[src/hw/rtl/prl_pkg.sv]
// ----------------------------------------------------------------------------
// prl_pkg
// Shared types and constants for the patch record loader: channel words,
// result kinds, register indexes and parser phase encoding.
// ----------------------------------------------------------------------------
package prl_pkg;

   // Input word: one byte of the patch file plus end-of-file flag
   typedef struct packed {
      logic [7:0] byte_in;
      logic       last_byte;
   } req_type;

   // Result word
   typedef struct packed {
      logic [1:0]  kind;
      logic [31:0] address;
      logic [7:0]  data;
   } rsp_type;

   // Result kinds
   localparam logic [1:0] KIND_MEM_WRITE     = 2'd0;
   localparam logic [1:0] KIND_SECTION_START = 2'd1;
   localparam logic [1:0] KIND_OUT_OF_BOUNDS = 2'd2;
   localparam logic [1:0] KIND_MALFORMED_LEN = 2'd3;

   // Register indexes
   localparam logic CSR_WRITE_RAM_OPCODE = 1'b0;
   localparam logic CSR_IMAGE_SIZE       = 1'b1;

   // Register reset values
   localparam logic [15:0] WRITE_RAM_OPCODE_RESET = 16'hFC4C;
   localparam logic [31:0] IMAGE_SIZE_RESET       = 32'h0024_0000;

   // Bytes of target address at the head of a write-RAM body
   localparam logic [7:0] ADDR_BYTES = 8'd4;

   // Parser phase, one-hot
   typedef enum logic [5:0] {
      PH_CMD_LO = 6'b000001,
      PH_CMD_HI = 6'b000010,
      PH_LEN    = 6'b000100,
      PH_ADDR   = 6'b001000,
      PH_DATA   = 6'b010000,
      PH_SKIP   = 6'b100000
   } phase_type;

endpackage

[src/hw/rtl/prl_parser.sv]
// ----------------------------------------------------------------------------
// prl_parser
// Record parser: holds the record state and, for each byte stepped in while
// not halted, updates that state and forms at most one result word.
// ----------------------------------------------------------------------------
module prl_parser (
   input  logic             clock,
   input  logic             reset,
   input  logic             step,
   input  prl_pkg::req_type req_word,
   input  logic [15:0]      write_ram_opcode,
   input  logic [31:0]      image_size,
   output logic             res_valid,
   output prl_pkg::rsp_type res_word
);
   import prl_pkg::*;

   phase_type   phase_ff, phase_in;
   logic [15:0] command_word_ff, command_word_in;
   logic [7:0]  record_length_ff, record_length_in;
   logic [7:0]  bytes_left_ff, bytes_left_in;
   logic [31:0] target_address_ff, target_address_in;
   logic [31:0] write_pointer_ff, write_pointer_in;
   logic [31:0] expected_next_ff, expected_next_in;
   logic        first_record_ff, first_record_in;
   logic        halted_ff, halted_in;

   logic [7:0]  b;
   logic [7:0]  left_dec;
   logic [1:0]  addr_idx;
   logic [31:0] addr_full;
   logic [32:0] bound_sum;
   logic        is_write_cmd;

   assign b         = req_word.byte_in;
   assign left_dec  = bytes_left_ff - 8'd1;
   assign addr_idx  = record_length_ff[1:0] - bytes_left_ff[1:0];
   assign addr_full = target_address_ff | (32'(b) << {addr_idx, 3'b000});
   assign bound_sum = {1'b0, addr_full} + 33'(record_length_ff);
   assign is_write_cmd = (command_word_ff == write_ram_opcode);

   always_comb begin
      logic stop;
      logic new_section;
      stop              = 1'b0;
      new_section       = 1'b0;
      phase_in          = phase_ff;
      command_word_in   = command_word_ff;
      record_length_in  = record_length_ff;
      bytes_left_in     = bytes_left_ff;
      target_address_in = target_address_ff;
      write_pointer_in  = write_pointer_ff;
      expected_next_in  = expected_next_ff;
      first_record_in   = first_record_ff;
      halted_in         = halted_ff;
      res_valid         = 1'b0;
      res_word          = '0;

      if (step && !halted_ff) begin
         case (phase_ff)
            PH_CMD_LO: begin
               command_word_in = {8'h00, b};
               phase_in        = PH_CMD_HI;
            end
            PH_CMD_HI: begin
               command_word_in = {b, command_word_ff[7:0]};
               phase_in        = PH_LEN;
            end
            PH_LEN: begin
               record_length_in  = b;
               bytes_left_in     = b;
               target_address_in = '0;
               if (is_write_cmd && (b >= ADDR_BYTES)) begin
                  phase_in = PH_ADDR;
               end else begin
                  if (is_write_cmd) begin
                     res_valid     = 1'b1;
                     res_word.kind = KIND_MALFORMED_LEN;
                  end
                  phase_in = (b == 8'd0) ? PH_CMD_LO : PH_SKIP;
               end
            end
            PH_ADDR: begin
               target_address_in = addr_full;
               bytes_left_in     = left_dec;
               if (addr_idx == 2'd3) begin
                  new_section      = first_record_ff || (expected_next_ff != addr_full);
                  first_record_in  = 1'b0;
                  expected_next_in = addr_full + 32'(record_length_ff) - 32'(ADDR_BYTES);
                  if (bound_sum > {1'b0, image_size}) begin
                     // fatal: report the record and drop everything until reset
                     res_valid        = 1'b1;
                     res_word.kind    = KIND_OUT_OF_BOUNDS;
                     res_word.address = addr_full;
                     halted_in        = 1'b1;
                     phase_in         = PH_CMD_LO;
                     stop             = 1'b1;
                  end else begin
                     if (new_section) begin
                        res_valid        = 1'b1;
                        res_word.kind    = KIND_SECTION_START;
                        res_word.address = addr_full;
                     end
                     write_pointer_in = addr_full;
                     phase_in = (left_dec == 8'd0) ? PH_CMD_LO : PH_DATA;
                  end
               end
            end
            PH_DATA: begin
               res_valid        = 1'b1;
               res_word.kind    = KIND_MEM_WRITE;
               res_word.address = write_pointer_ff;
               res_word.data    = b;
               write_pointer_in = write_pointer_ff + 32'd1;
               bytes_left_in    = left_dec;
               if (left_dec == 8'd0) begin
                  phase_in = PH_CMD_LO;
               end
            end
            PH_SKIP: begin
               if (bytes_left_ff != 8'd0) begin
                  bytes_left_in = left_dec;
               end
               if (bytes_left_ff <= 8'd1) begin
                  phase_in = PH_CMD_LO;
               end
            end
            default: begin
               phase_in = PH_CMD_LO;
            end
         endcase

         // end of file: abandon any partial record, next file opens a section
         if (req_word.last_byte && !stop) begin
            phase_in        = PH_CMD_LO;
            bytes_left_in   = '0;
            first_record_in = 1'b1;
         end
      end
   end

   always_ff @(posedge clock) begin
      if (reset) begin
         phase_ff          <= PH_CMD_LO;
         command_word_ff   <= '0;
         record_length_ff  <= '0;
         bytes_left_ff     <= '0;
         target_address_ff <= '0;
         write_pointer_ff  <= '0;
         expected_next_ff  <= '0;
         first_record_ff   <= 1'b1;
         halted_ff         <= 1'b0;
      end else begin
         phase_ff          <= phase_in;
         command_word_ff   <= command_word_in;
         record_length_ff  <= record_length_in;
         bytes_left_ff     <= bytes_left_in;
         target_address_ff <= target_address_in;
         write_pointer_ff  <= write_pointer_in;
         expected_next_ff  <= expected_next_in;
         first_record_ff   <= first_record_in;
         halted_ff         <= halted_in;
      end
   end

endmodule

[src/hw/rtl/patch_record_loader_core.sv]
// ----------------------------------------------------------------------------
// patch_record_loader_core
// Byte-stream parser for patch files: turns write-RAM records into memory
// write words, flags section starts, and reports bad records.
//
//   Channel  Dir  Ports                          Word
//   -------  ---  -----------------------------  -------------------------
//   req      in   req_valid/req_ready/req_word   byte_in, last_byte
//   rsp      out  rsp_valid/rsp_ready/rsp_word   kind, address, data
//   csr      in   csr_we/csr_index/csr_wdata     write_ram_opcode, image_size
//
// One byte per cycle sustained while rsp_ready holds: a byte is registered at
// the input, parsed once the output register has room, and its result (if
// any) lands in the output register. The parse step advances whenever a byte
// is held and the output register is empty or being drained in the same
// cycle.
// A stall on rsp_ready holds the output word and backs up into the input
// register; reset is synchronous and returns the parser to record start.
// ----------------------------------------------------------------------------
module patch_record_loader_core (
   input  logic             clock,
   input  logic             reset,
   input  logic             req_valid,
   output logic             req_ready,
   input  prl_pkg::req_type req_word,
   output logic             rsp_valid,
   input  logic             rsp_ready,
   output prl_pkg::rsp_type rsp_word,
   input  logic             csr_we,
   input  logic             csr_index,
   input  logic [31:0]      csr_wdata
);
   import prl_pkg::*;

   // configuration registers
   logic [15:0] opcode_ff;
   logic [31:0] image_size_ff;

   // input register
   logic    in_valid_ff, in_valid_in;
   req_type in_word_ff;

   // output register
   logic    out_valid_ff, out_valid_in;
   rsp_type out_word_ff;

   logic    advance;
   logic    res_valid;
   rsp_type res_word;

   // parse the held byte once the output side has room for its result
   assign advance   = in_valid_ff && (!out_valid_ff || rsp_ready);
   assign req_ready = !in_valid_ff || advance;

   always_comb begin
      in_valid_in = in_valid_ff;
      if (req_valid && req_ready) begin
         in_valid_in = 1'b1;
      end else if (advance) begin
         in_valid_in = 1'b0;
      end
   end

   always_comb begin
      out_valid_in = out_valid_ff;
      if (advance) begin
         out_valid_in = res_valid;
      end else if (rsp_ready) begin
         out_valid_in = 1'b0;
      end
   end

   prl_parser u_parser (
      .clock            (clock),
      .reset            (reset),
      .step             (advance),
      .req_word         (in_word_ff),
      .write_ram_opcode (opcode_ff),
      .image_size       (image_size_ff),
      .res_valid        (res_valid),
      .res_word         (res_word)
   );

   // control state
   always_ff @(posedge clock) begin
      if (reset) begin
         in_valid_ff   <= 1'b0;
         out_valid_ff  <= 1'b0;
         opcode_ff     <= WRITE_RAM_OPCODE_RESET;
         image_size_ff <= IMAGE_SIZE_RESET;
      end else begin
         in_valid_ff  <= in_valid_in;
         out_valid_ff <= out_valid_in;
         if (csr_we) begin
            case (csr_index)
               CSR_WRITE_RAM_OPCODE: opcode_ff     <= csr_wdata[15:0];
               CSR_IMAGE_SIZE:       image_size_ff <= csr_wdata;
               default:              image_size_ff <= image_size_ff;
            endcase
         end
      end
   end

   // payload: input word loads on accept, output word on a parsed result; hold otherwise
   always_ff @(posedge clock) begin
      if (req_valid && req_ready) begin
         in_word_ff <= req_word;
      end
      if (advance && res_valid) begin
         out_word_ff <= res_word;
      end
   end

   assign rsp_valid = out_valid_ff;
   assign rsp_word  = out_word_ff;

endmodule
[config.mk]
export PLATFORM = sky130hd
export DESIGN_NAME = patch_record_loader_core
export DESIGN_NICKNAME = d
export VERILOG_FILES = /design/src/hw/rtl/prl_pkg.sv /design/src/hw/rtl/prl_parser.sv /design/src/hw/rtl/patch_record_loader_core.sv
export SDC_FILE = /design/constraint.sdc
export NUM_CORES = 1
export LEC_CHECK = 0
export BUFFER_PORTS_ARGS = -buffer_cell sky130_fd_sc_hd__buf_2
export CAP_MARGIN = 20
export CELL_PAD_IN_SITES_DETAIL_PLACEMENT = 1
export CELL_PAD_IN_SITES_GLOBAL_PLACEMENT = 2
export CORE_AREA = 4 4 192 194
export CTS_BUF_LIST = sky130_fd_sc_hd__clkbuf_4
export DETAILED_ROUTE_END_ITERATION = 6
export DIE_AREA = 0 0 196 198
export PLACE_DENSITY_LB_ADDON = 0.05
export SKIP_CTS_REPAIR_TIMING = 1
export SYNTH_ARGS = -nofsm -noshare
export SYNTH_HDL_FRONTEND = slang
export SYNTH_HIERARCHICAL = 1
export SYNTH_SLANG_ARGS = --single-unit
[constraint.sdc]
create_clock -name clock -period 11.9 [get_ports clock]
set_input_delay 2.38 -clock clock [delete_from_list [all_inputs] [get_ports clock]]
set_output_delay 2.38 -clock clock [all_outputs]
set_load 0.02 [all_outputs]
After elaboration in Yosys (flattened, before gate mapping)
Cells that the tools add are included.

storage, ports and cells
  register bits after elaboration = 237
  logic and storage cells = 127

operators by class
  mux-type cells = 42
  equal/unequal tests = 15
  add/subtract/negate cells = 6
  shifts and indexed selects = 1
  bitwise gates (word level) = 3
  magnitude comparators = 3
  reduce and logical (&&, ||, !) cells = 38

operators by type and width
  operator                                                              number
  32-bit case mux with 2 select lines                                   3
  34-bit 2-to-1 mux                                                     2
  32-bit 2-to-1 mux                                                     2
  6-bit 2-to-1 mux                                                      7
  6-bit case mux with 6 select lines                                    1
  32-bit by 8-bit adder with 33-bit output                              1
  33-bit by 32-bit greater-than comparator with 1-bit output            1
  33-bit 2-to-1 mux                                                     1
  32-bit by 1-bit adder with 32-bit output, second input constant       1
  32-bit by 8-bit adder with 32-bit output                              1
  32-bit != test                                                        1
  32-bit OR                                                             1
  16-bit case mux with 2 select lines                                   1
  8-bit by 5-bit << shifter with 32-bit output                          1
  32-bit by 3-bit subtractor with 32-bit output, second input constant  1
  8-bit case mux with 3 select lines                                    1
  1-bit 2-to-1 mux                                                      17
  16-bit == test                                                        1
  8-bit logical NOT                                                     2
  8-bit 2-to-1 mux                                                      2
  2-bit nonzero test                                                    7
  3-bit by 1-bit != test with 1-bit output, second input constant       4
  2-bit AND reduction                                                   6
  3-bit AND reduction                                                   4
  other kinds (25)                                                      39

Depth between registers and ports, before layout
Gate-level depths: netlist of run 1.

  word-level depth = 13
  mapped depth = 29
  mapped depth without buffers = 29

Hierarchy
Netlist of run 1, hierarchy kept.

by module, submodules not included
  module                    instances  area each (um^2)  cells each  sequential area each (um^2)
  prl_parser                1          10981.8           1470        2722.6
  patch_record_loader_core  1          3658.5            271         2532.4

Least setup slack after synthesis of run 1
Ideal clock, no wire load.

  kind = reg2reg
  start = register u_parser.record_length_ff[0]
  end = register out_word_ff (netlist bit rsp_word[0]), enable pin
  library setup time = 0.446 ns
  period minus slack after synthesis = 7.319 ns
  slack = 4.581 ns
  cell stages (with the launch flop) = 30
  arrival = 6.873 ns
  cell sequence = dfxtp_1 -> inv_1 -> ha_1 -> xor3_2 -> nor2_1 -> a21oi_1 -> inv_1 -> ha_1 -> fa_1 -> a31o_2 -> a21oi_1 -> o21ai_0 -> a21o_1 -> a21oi_1 -> nor3_1 -> and3_1 -> nand3_1 -> xnor2_1 -> ha_1 -> nand3_1 -> nor2_1 -> nor2_1 -> nor3_1 -> a221o_1 -> o21bai_1 -> a21boi_0 -> nor2_1 -> a31oi_1 -> nand2_1 -> nor2b_1

on the way
  cells in the longest elaborated chain, start to end = 11
  elaborated cells between the ends (all ways) = 14
  classes of those cells = 2 x add/sub; 1 x order compare; 2 x eq/ne; 1 x shift; 5 x mux; 1 x bitwise; 2 x reduce/logical

RTL lines
  what                                                                              line                             text
  start: declaration                                                                prl_parser.sv:20                 logic [7:0] record_length_ff, record_length_in;
  start signal: assignment                                                          prl_parser.sv:156                record_length_ff <= record_length_in;
  branches (longest 7 deep; another with 32-bit by 8-bit adder with 33-bit output)  -
  1-bit 2-to-1 mux *                                                                prl_parser.sv:86                 if (addr_idx == 2'd3) begin
  1-bit case mux with 3 select lines *                                              prl_parser.sv:60                 case (phase_ff)
  1-bit 2-to-1 mux *                                                                prl_parser.sv:59                 if (step && !halted_ff) begin
  named net res_valid                                                               patch_record_loader_core.sv:48   logic res_valid;
  1-bit logical AND *                                                               patch_record_loader_core.sv:109  if (advance && res_valid) begin
  end signal: assignment                                                            patch_record_loader_core.sv:110  out_word_ff <= res_word;
  end: declaration                                                                  patch_record_loader_core.sv:45   rsp_type out_word_ff;

Mark *: on every way through the listed nets, which the timed path passes.
A chain may end at the register's enable or synchronous reset.

Worst setup path in the final report of run 1
  start = register u_parser.bytes_left_ff[0]
  end = register out_word_ff (netlist bit rsp_word[37]), enable pin

on the way
  cells in the longest elaborated chain, start to end = 11
  elaborated cells between the ends (all ways) = 14
  classes of those cells = 2 x add/sub; 1 x order compare; 2 x eq/ne; 1 x shift; 5 x mux; 1 x bitwise; 2 x reduce/logical

RTL lines
  what                                                                              line                             text
  start: declaration                                                                prl_parser.sv:21                 logic [7:0] bytes_left_ff, bytes_left_in;
  start signal: assignment                                                          prl_parser.sv:157                bytes_left_ff <= bytes_left_in;
  2-bit subtractor *                                                                prl_parser.sv:37                 assign addr_idx = record_length_ff[1:0] - bytes_left_ff[1:0];
  branches (longest 6 deep; another with 32-bit by 8-bit adder with 33-bit output)  -
  1-bit 2-to-1 mux *                                                                prl_parser.sv:86
  1-bit case mux with 3 select lines *                                              prl_parser.sv:60
  1-bit 2-to-1 mux *                                                                prl_parser.sv:59
  named net res_valid                                                               patch_record_loader_core.sv:48
  1-bit logical AND *                                                               patch_record_loader_core.sv:109

Marks and branches as above.

==> impl_metrics.py, run 1 <==
metrics = {
    "floorplanning": {
        "fp-row-count": 69,
        "io_pins": 91,
        "dieArea_um2": 38810,
        "die_h_um": 198,
        "die_w_um": 196,
        "start_util_pct": 41.56,
        "core_um2": 35220,
    },
    "global_routing": {
        "grt_pass1_wl_um": 77580,
        "overflow": 0,
        "grt_pass1_vias": 13670,
        "grt_max_degree": 71,
        "groute.usage.overall_pct": 25.25,
        "antenna_found_initial": 3,
    },
    "clock_tree": {
        "htreeDepth": 3,
        "clockBufferDepth": 3,
        "cts_inserted_buffers": 73,
        "cts_tree": "built",
        "cts_sinks": 237,
        "insertion_delay_ps": 760,
        "cts_root_buf": "clkbuf_4",
        "path_clk_slew_ps": 60,
    },
    "routing": {
        "first_iter_violations": 729,
        "drc_errors": 0,
        "vias_per_cell": 5.627,
        "wl_um": 49270,
        "drtAntennaViolNets": 0,
        "vias": 13300,
        "wl_per_cell_um": 20.85,
        "dr.pass1.iters": 4,
    },
    "synth": {
        "synth.area.top_cells": "dfxtp_1, edfxtp_1, ha_1, a21oi_1, nor2_1",
        "synth_top_area_share_pct": 25.43,
        "avgSynthCellArea_um2": 8.409,
        "synth_top_area_cell": "dfxtp_1",
        "synth_seq_cells": 237,
        "synthCells": 1741,
        "synthesis.area_um2": 14640,
        "ys_seq_area_share_pct": 35.89,
        "synth_cell_types": 87,
        "synth.net_count": 1895,
        "async_flop_share_pct": 0,
        "ys.flop_type": "dfxtp_1",
        "ys_warn_count": 6,
        "synth-edff-count": 51,
    },
    "worst_setup_path": {
        "worst_setup_path_end_kind": "register",
        "critPathMaxFanout": 34,
        "worstPathRequired_ps": 12320,
        "slowest_delay_ps": 520,
        "critPathKind": "reg -> reg",
        "crit_path_start_kind": "register",
        "worst_ep_arrival_time_ps": 7960,
        "cp_slowest_cell": "a21boi_0",
    },
    "timing": {
        "rsz0062_at_grt": "no",
        "setup_tns_ps": 0,
        "finalSetupViolations": 0,
        "fin_crit_sh_pct": 63.32,
        "layout_min_cycle_time_ps": 7535,
        "final-max-slew-violation-count": 0,
        "maxSlewHeadroom_pct": 36.93,
        "fmax_mhz": 132.7,
        "hold_viol": 0,
        "worst_pin_slew_ps": 939.7,
        "fin_skew_ps": 42.19,
    },
    "final_layout": {
        "num-nets-final": 2003,
        "area_growth_pct": 12.68,
        "finalNonFillerCells": 2363,
        "drive_above_1_share_pct": 16.01,
    },
    "power_and_ir_drop": {
        "ir_drop_v": 0.00006759,
        "power_uw": 1858,
        "power_density_nw_per_um2": 112.6,
        "leakage_uw": 0.006906,
    },
    "placed_design": {
        "numPlacedInstances": 2235,
        "port_buffers": 90,
        "place_hpwl_um": 35930,
        "gp_congestion": 0.8939,
    },
    "run": {
        "cap_violations": 0,
    },
    "status": {
        "outcome": "complete, no violations",
    },
    "worst_hold_path": {
        "holdCritPathClass": "reg -> reg",
    },
}
[registers in the layout, indices dropped and copies added, names as in the netlist, 8 cells and up]
name and count:
in_word_ff 9, u_parser/bytes_left_ff 8, u_parser/target_address_ff 32, u_parser/record_length_ff 8, rsp_word 42, u_parser/write_pointer_ff 32
u_parser/expected_next_ff 32, image_size_ff 32, u_parser/command_word_ff 16, opcode_ff 16
[layer usage]
layer	share of wire [%]	vias to the layer above	GRT usage, %
met2	46	290	40.63
met4	2.4	2	7.861
met5	0.041	-	0
li1	-	6422	-
met3	4.6	87	4.594
met1	47	6496	34.68
[cell usage in the layout, fill, tap and decap left out, types with 6 or more instances in the layout]
cell      count
a211oi_1     21
buf_4        35
and3_1       25
nor2b_1      21
o21bai_1      9
xor2_1       32
mux2i_1      34
nand4_1      20
o21ai_2      18
inv_1       120
edfxtp_1     51
o21ai_1      13
nand3_1      67
xnor2_1      65
o21a_1        6
a21o_1       22
nor4_1       20
a31oi_1      13
a21bo_2      21
clkbuf_4    106
nor3_1       46
nand2_1     131
and2_1        9
ha_1        104
o21ai_0      87
dfxtp_1     186
buf_2        89
clkinv_1     16
a31oi_2       7
nor2_1      167
o32ai_1       6
nand2b_1     27
a22oi_1      19
a21oi_1     161
[synthesized netlist by cell type (6+ instances only)]
master,number
a211oi_1,21
a21bo_2,21
a21o_1,22
a21oi_1,161
a22oi_1,19
a31oi_1,13
a31oi_2,7
and2_1,9
and3_1,25
buf_2,20
buf_6,6
clkbuf_1,60
dfxtp_1,186
edfxtp_1,51
ha_1,104
inv_1,120
mux2i_1,34
nand2_1,131
nand2b_1,27
nand3_1,67
nand4_1,20
nor2_1,168
nor2b_1,22
nor3_1,46
nor4_1,21
o21a_1,6
o21ai_0,87
o21ai_1,13
o21ai_2,18
o21bai_1,9
o32ai_1,6
xnor2_1,65
xor2_1,32
[area by class of cell]
type | instances | area [um2]
antenna | 3 | 7.507
tap | 461 | 576.8
sequential | 237 | 5255
clock buffer | 106 | 795.8
clock inverter | 19 | 150.1
inverter | 124 | 466.7
multi-input combinational | 1288 | 8517
fill | 4334 | 18730
timing repair buffer | 125 | 728.2
[worst max-delay path, delay by kind of cell, from the launching register on]
family / cells / cell delay (ps)
flops: 1 / 460
simple gates: 11 / 1870
fa+ha+maj: 4 / 1230
compound gates: 10 / 2670
xor+xnor: 1 / 70
buf+inv: 4 / 860
[power breakdown]
group | total, uW | internal, uW | leakage, uW | switching (uW)
Sequential | 839 | 831 | 0.00204 | 8.05
Clock | 850 | 470 | 0.000563 | 380
Combinational | 170 | 62.6 | 0.00430 | 107
[per-stage QoR]
stage               setup WS [ps]  area, um2  hold slack, ps  utilization, %
detailed placement           4392      15540           455.4           44.13
global route                 3741      16490           488.6           46.83
floorplan                    4581      14640           431.9               -
global placement             4267      15520           448.3           44.07
finish                       4366      16500           461.9           46.84
CTS                          4351      16490           461.4           46.81
[final timing paths]
kind / startpoint / to / slack, ps / cells past startpoint
setup / recovery: u_parser/bytes_left_ff[0] / rsp_word[37] / 4370 / 30
setup reg to reg: u_parser/bytes_left_ff[0] / rsp_word[37] / 4370 / 30
hold / removal: u_parser/expected_next_ff[5] / u_parser/expected_next_ff[5] / 460 / 2
hold reg to reg: u_parser/expected_next_ff[5] / u_parser/expected_next_ff[5] / 460 / 2
[kinds of logic after synthesis]
family          count (synthesis)  share of synthesized area, %
simple gates                  572                         18.84
compound gates                476                         21.43
flops                         237                         35.89
buf+inv                       216                         6.076
fa+ha+maj                     107                         9.298
xor+xnor                       99                         6.128
mux                            34                         2.325
(Power assumes the default switching activity.)
==> run 2: changes to the inputs <==
Settings changed: ABC_AREA from default to 1, CORE_AREA 4 4 192 194 to 4 4 212 214, DIE_AREA 0 0 196 198 to 0 0 216 218.
Clock period 11.9 ns to 7.9 ns, I/O delays scaled along.
==> run 2 against run 1 <==
Largest cell class unchanged; cell area up 6.6%; die area up 21%; routed wire length up 29%; setup slack worse by 3500 ps; sequential cell count unchanged; synthesized area up 7.8%; clock skew up 33 ps.
==> impl_metrics.py, run 2 <==
metrics = {
    "timing": {
        "fin_ws_ps": 883.0,
        "maxSlewHeadroom_pct": 29.51,
        "final-max-slew-violation-count": 0,
        "setup_tns_ps": 0,
        "rsz0062_at_grt": "no",
        "worst_pin_slew_ps": 1057,
        "layout_min_cycle_time_ps": 7017,
        "fin_crit_sh_pct": 88.82,
        "fmax_mhz": 142.5,
        "fin_skew_ps": 74.91,
        "finalSetupViolations": 0,
        "hold_viol": 0,
    },
    "routing": {
        "wl_um": 63480,
        "first_iter_violations": 1070,
        "vias_per_cell": 5.214,
        "drc_errors": 0,
        "drtAntennaViolNets": 0,
        "dr.pass1.iters": 5,
        "vias": 15550,
        "wl_per_cell_um": 21.29,
    },
    "final_layout": {
        "final_cell_mix": "nand2_1, inv_1, nor2_1",
        "final_common_cell": "nand2_1",
        "num-nets-final": 2488,
        "drive_above_1_share_pct": 13.04,
        "final_area_um2": 17580,
        "largest_reg_flops": 42,
        "area_growth_pct": 11.46,
        "finalNonFillerCells": 2982,
        "nFillCells": 5554,
    },
    "synth": {
        "synthesis.area_um2": 15780,
        "synth-simple-area-share_pct": 28.34,
        "async_flop_share_pct": 0,
        "avgSynthCellArea_um2": 7.065,
        "synthCells": 2233,
        "synthMostInstantiatedCell": "nand2_1",
        "synth_seq_cells": 237,
        "ys_warn_count": 6,
        "synth_top_area_cell": "dfxtp_1",
        "synth.net_count": 2387,
        "synth-edff-count": 51,
        "ys_seq_area_share_pct": 33.31,
        "yosys-top-cells-count": "nand2_1, inv_1, nor2_1",
        "synth_adder_area_share_pct": 8.629,
        "synth_xor_xnor_area_share_pct": 4.330,
        "synth.area.top_cells": "dfxtp_1, edfxtp_1, nand2_1, ha_1, inv_1",
        "synth_compound_area_share_pct": 14.39,
        "synth_top_family_by_area": "simple AND/OR/NAND/NOR gates",
        "ys.flop_type": "dfxtp_1",
        "synth_cell_types": 58,
        "synth.mux.area_fraction_pct": 0,
        "synth_top_area_share_pct": 23.60,
    },
    "worst_setup_path": {
        "worst_ep_arrival_time_ps": 7460,
        "worstPathRequired_ps": 8340,
        "crit_path_start_kind": "register",
        "worst_setup_path_end_kind": "register",
        "slowest_delay_ps": 750,
        "cp_common_cell": "nand2_1",
        "critPathMaxFanout": 33,
        "reg2regPathDepth": 39,
        "critPathKind": "reg -> reg",
        "cp_slowest_cell": "ha_1",
    },
    "global_routing": {
        "grt_pass1_vias": 16040,
        "antenna_found_initial": 2,
        "busiest_layer": "met2",
        "gr-usage-met2_pct": 40.83,
        "gr-usage-met1_pct": 38.00,
        "grt_pass1_wl_um": 96330,
        "groute.usage.overall_pct": 26.71,
        "grt_max_degree": 57,
        "met3_usage_pct": 5.197,
        "overflow": 0,
    },
    "placed_design": {
        "dp_slack_ps": 884.5,
        "place_hpwl_um": 48230,
        "numPlacedInstances": 2840,
        "port_buffers": 90,
        "gp_congestion": 0.9086,
        "place_area_um2": 16610,
    },
    "run": {
        "cap_violations": 0,
    },
    "clock_tree": {
        "cts_tree": "built",
        "clockBufferDepth": 3,
        "path_clk_slew_ps": 70,
        "cts_root_buf": "clkbuf_4",
        "cts_inserted_buffers": 75,
        "htreeDepth": 3,
        "cts_sinks": 237,
        "insertion_delay_ps": 830,
    },
    "power_and_ir_drop": {
        "power_density_nw_per_um2": 163.9,
        "leakage_uw": 0.007668,
        "ir_drop_v": 0.00009538,
    },
    "floorplanning": {
        "die_h_um": 218,
        "start_util_pct": 36.79,
        "io_pins": 91,
        "die_w_um": 216,
        "fp-row-count": 76,
        "core_um2": 42890,
        "dieArea_um2": 47090,
    },
    "worst_hold_path": {
        "holdCritPathClass": "reg -> reg",
        "hold_depth": 2,
    },
    "status": {
        "outcome": "complete, no violations",
    },
}
[run 2: path summary, 6_finish.rpt]
path | startpoint | endpoint | slack, ps
min | u_parser/halted_ff | u_parser/halted_ff | 470
min reg2reg | u_parser/halted_ff | u_parser/halted_ff | 470
max | u_parser/record_length_ff[0] | rsp_word[31] | 880
max reg2reg | u_parser/record_length_ff[0] | rsp_word[31] | 880
[run 2: power breakdown]
part           internal, uW  switching, uW  total (uW)
Combinational           108            242         350
Sequential             1260           30.9        1290
Clock                   633            610        1240
Total                  2000            883        2880
[run 2: kinds of logic after synthesis]
family	count (synthesis)
buffers and inverters	418
AO/OA/AOI/OAI	412
adder cells (fa/ha/maj)	107
flip-flops	237
AND/OR/NAND/NOR	981
XOR/XNOR	78
[run 2: metrics by stage]
| step | hold WS [ps] | power (uW) | utilization (%) |
|---|---|---|---|
| 6_report | 466.5 | 2882 | 41.00 |
| 5_1_grt | 483.9 | 3057 | 41.00 |
| 4_1_cts | 470.9 | 2931 | 40.93 |
| 3_5_place_dp | 460.8 | 1659 | 38.74 |
| 3_3_place_gp | 448.2 | 1650 | 38.74 |
| 2_1_floorplan | 435.4 | 1532 | - |
[run 2: layout make-up]
class / count / area [um2] / share of cell area, %
multi-input combinational: 1578 / 8810 / 50.10
sequential: 237 / 5255 / 29.88
inverter: 338 / 1274 / 7.243
clock buffer: 108 / 810.8 / 4.611
tap: 585 / 732.0 / 4.163
timing repair buffer: 104 / 565.5 / 3.216
clock inverter: 28 / 127.6 / 0.7258
antenna: 4 / 10.01 / 0.05692
[run 2: critical path, delay by kind of cell (launching register included)]
family / cells / cell delay, ps
XOR/XNOR: 1 / 150
adder cells (fa/ha/maj): 3 / 1410
AND/OR/NAND/NOR: 25 / 3270
AO/OA/AOI/OAI: 2 / 340
flip-flops: 1 / 380
buffers and inverters: 8 / 1070
[run 2: layer usage]
metal,vias up,part of all wire [%]
met5,-,0
met4,0,3.0
met3,102,4.9
met2,377,43
met1,7492,49
li1,7576,-
==> run 3: changes to the inputs <==
Settings changed: CAP_MARGIN 20 to default, CORE_AREA 4 4 212 214 to 4 4 236 192, DIE_AREA 0 0 216 218 to 0 0 240 196.
==> run 3 against run 2 <==
Clock-buffer cell count decreased by 1; die area shrank 0.10%; clock power is essentially flat; sequential share of layout area rose by 0.081 points; largest power group unchanged; highest routed layer unchanged.
==> impl_metrics.py, run 3 (synthesis gave the netlist of run 2 again) <==
metrics = {
    "worst_setup_path": {
        "crit_path_start_kind": "register",
        "worstPathRequired_ps": 8330,
        "critPathKind": "reg -> reg",
        "cp_common_cell": "nand2_1",
        "cp_slowest_cell": "dfxtp_1",
        "slowest_delay_ps": 420,
        "critPathMaxFanout": 33,
        "worst_setup_path_end_kind": "register",
        "worst_ep_arrival_time_ps": 7130,
    },
    "placed_design": {
        "place_area_um2": 16600,
        "place_hpwl_um": 49280,
        "gp_congestion": 0.9177,
        "port_buffers": 90,
        "dp_slack_ps": 1314,
    },
    "floorplanning": {
        "core_um2": 42880,
        "die_h_um": 196,
        "fp-row-count": 68,
        "die_w_um": 240,
        "start_util_pct": 36.79,
        "dieArea_um2": 47040,
        "io_pins": 91,
    },
    "routing": {
        "drtAntennaViolNets": 0,
        "vias_per_cell": 5.348,
        "vias": 15780,
        "drc_errors": 0,
        "dr.pass1.iters": 5,
        "wl_um": 64790,
        "wl_per_cell_um": 21.95,
        "first_iter_violations": 1196,
    },
    "clock_tree": {
        "cts_tree": "built",
        "cts_sinks": 237,
        "cts_root_buf": "clkbuf_4",
        "insertion_delay_ps": 810,
        "cts_inserted_buffers": 71,
        "clockBufferDepth": 3,
        "htreeDepth": 3,
        "path_clk_slew_ps": 70,
    },
    "timing": {
        "hold_ws_ps": 472.7,
        "fin_skew_ps": 61.32,
        "finalSetupViolations": 0,
        "layout_min_cycle_time_ps": 6701,
        "final-max-slew-violation-count": 0,
        "fin_ws_ps": 1199,
        "hold_viol": 0,
        "rsz0062_at_grt": "no",
        "maxSlewHeadroom_pct": 29.92,
        "worst_pin_slew_ps": 1047,
        "fmax_mhz": 149.2,
        "setup_tns_ps": 0,
        "fin_crit_sh_pct": 84.82,
    },
    "final_layout": {
        "num-nets-final": 2485,
        "final_area_um2": 17540,
        "drive_above_1_share_pct": 12.94,
        "final_common_cell": "nand2_1",
        "final_cell_mix": "nand2_1, inv_1, nor2_1",
        "multi_input_area_um2": 8807,
        "largest_reg_flops": 42,
        "final-seq-area_um2": 5255,
        "area_growth_pct": 11.16,
        "nFillCells": 5464,
    },
    "power_and_ir_drop": {
        "ir_drop_v": 0.0001008,
        "power_density_nw_per_um2": 165.7,
        "leakage_uw": 0.007669,
    },
    "global_routing": {
        "antenna_found_initial": 2,
        "grt_pass1_wl_um": 96550,
        "grt_max_degree": 57,
        "grt_pass1_vias": 15450,
        "groute.usage.overall_pct": 27.06,
        "overflow": 0,
    },
    "worst_hold_path": {
        "holdCritPathClass": "reg -> reg",
    },
    "run": {
        "cap_violations": 0,
    },
    "status": {
        "outcome": "complete, no violations",
    },
}
## run 3: cell types whose count changed in the layout (fill, tap and decap cells not counted)
| cell | delta |
|---|---|
| buf_4 | +2 |
| buf_8 | -1 |
| bufinv_16 | +1 |
| clkbuf_4 | -1 |
| clkinv_1 | -3 |
| clkinv_2 | -2 |
| clkinv_4 | -2 |
| clkinvlp_4 | -1 |
| diode_2 | -1 |
| inv_2 | +1 |
| inv_6 | +1 |
| nor2_1 | +1 |
| nor2_2 | -1 |
## run 3: per-stage QoR
| step | std cells | util [%] | total power, uW |
|---|---|---|---|
| after floorplan | 2233 | - | 1532 |
| after global placement | 2818 | 38.72 | 1654 |
| after detailed placement | 2818 | 38.72 | 1662 |
| after CTS | 2948 | 40.88 | 2955 |
| after global routing | 2951 | 40.90 | 3068 |
| final | 2951 | 40.90 | 2906 |
## run 3: critical path: cells and delay by family, from the launching register on
kind                       cells  cell delay, ps
AOI/OAI and AO/OA              3             440
and+or+nand+nor               21            3650
adders and majority gates      4            1040
DFF                            1             420
xor gates and xnor gates       1             100
buffers and inverters          4             610
## run 3: report_power, final
part           switching, uW  internal [uW]
Combinational            243            108
Sequential              30.3           1260
Clock                    612            655
## run 3: worst paths after layout
path                                  start                 end  slack [ps]  cells past startpoint
setup reg to reg  u_parser/bytes_left_ff[0]        rsp_word[29]        1200                     33
hold reg to reg          u_parser/halted_ff  u_parser/halted_ff         470                      2
hold / removal           u_parser/halted_ff  u_parser/halted_ff         470                      2
setup / recovery  u_parser/bytes_left_ff[0]        rsp_word[29]        1200                     33
## run 3: per-layer routing
metal  up-vias  share of wire, %  global-route usage (%)
met5         -                 0                       0
li1       7570                 -                       -
met3        83               5.7                   4.821
met1      7691                52                   42.41
met4         0               2.1                   6.261
met2       439                40                   38.12
## run 3: area by class of cell
type / count / area share [%]
Multi-Input combinational cell: 1578 / 50.22
Sequential cell: 237 / 29.97
Inverter: 338 / 7.263
Clock buffer: 107 / 4.580
Tap cell: 560 / 3.995
Timing Repair Buffer: 105 / 3.225
Clock inverter: 23 / 0.7063
Antenna cell: 3 / 0.04281
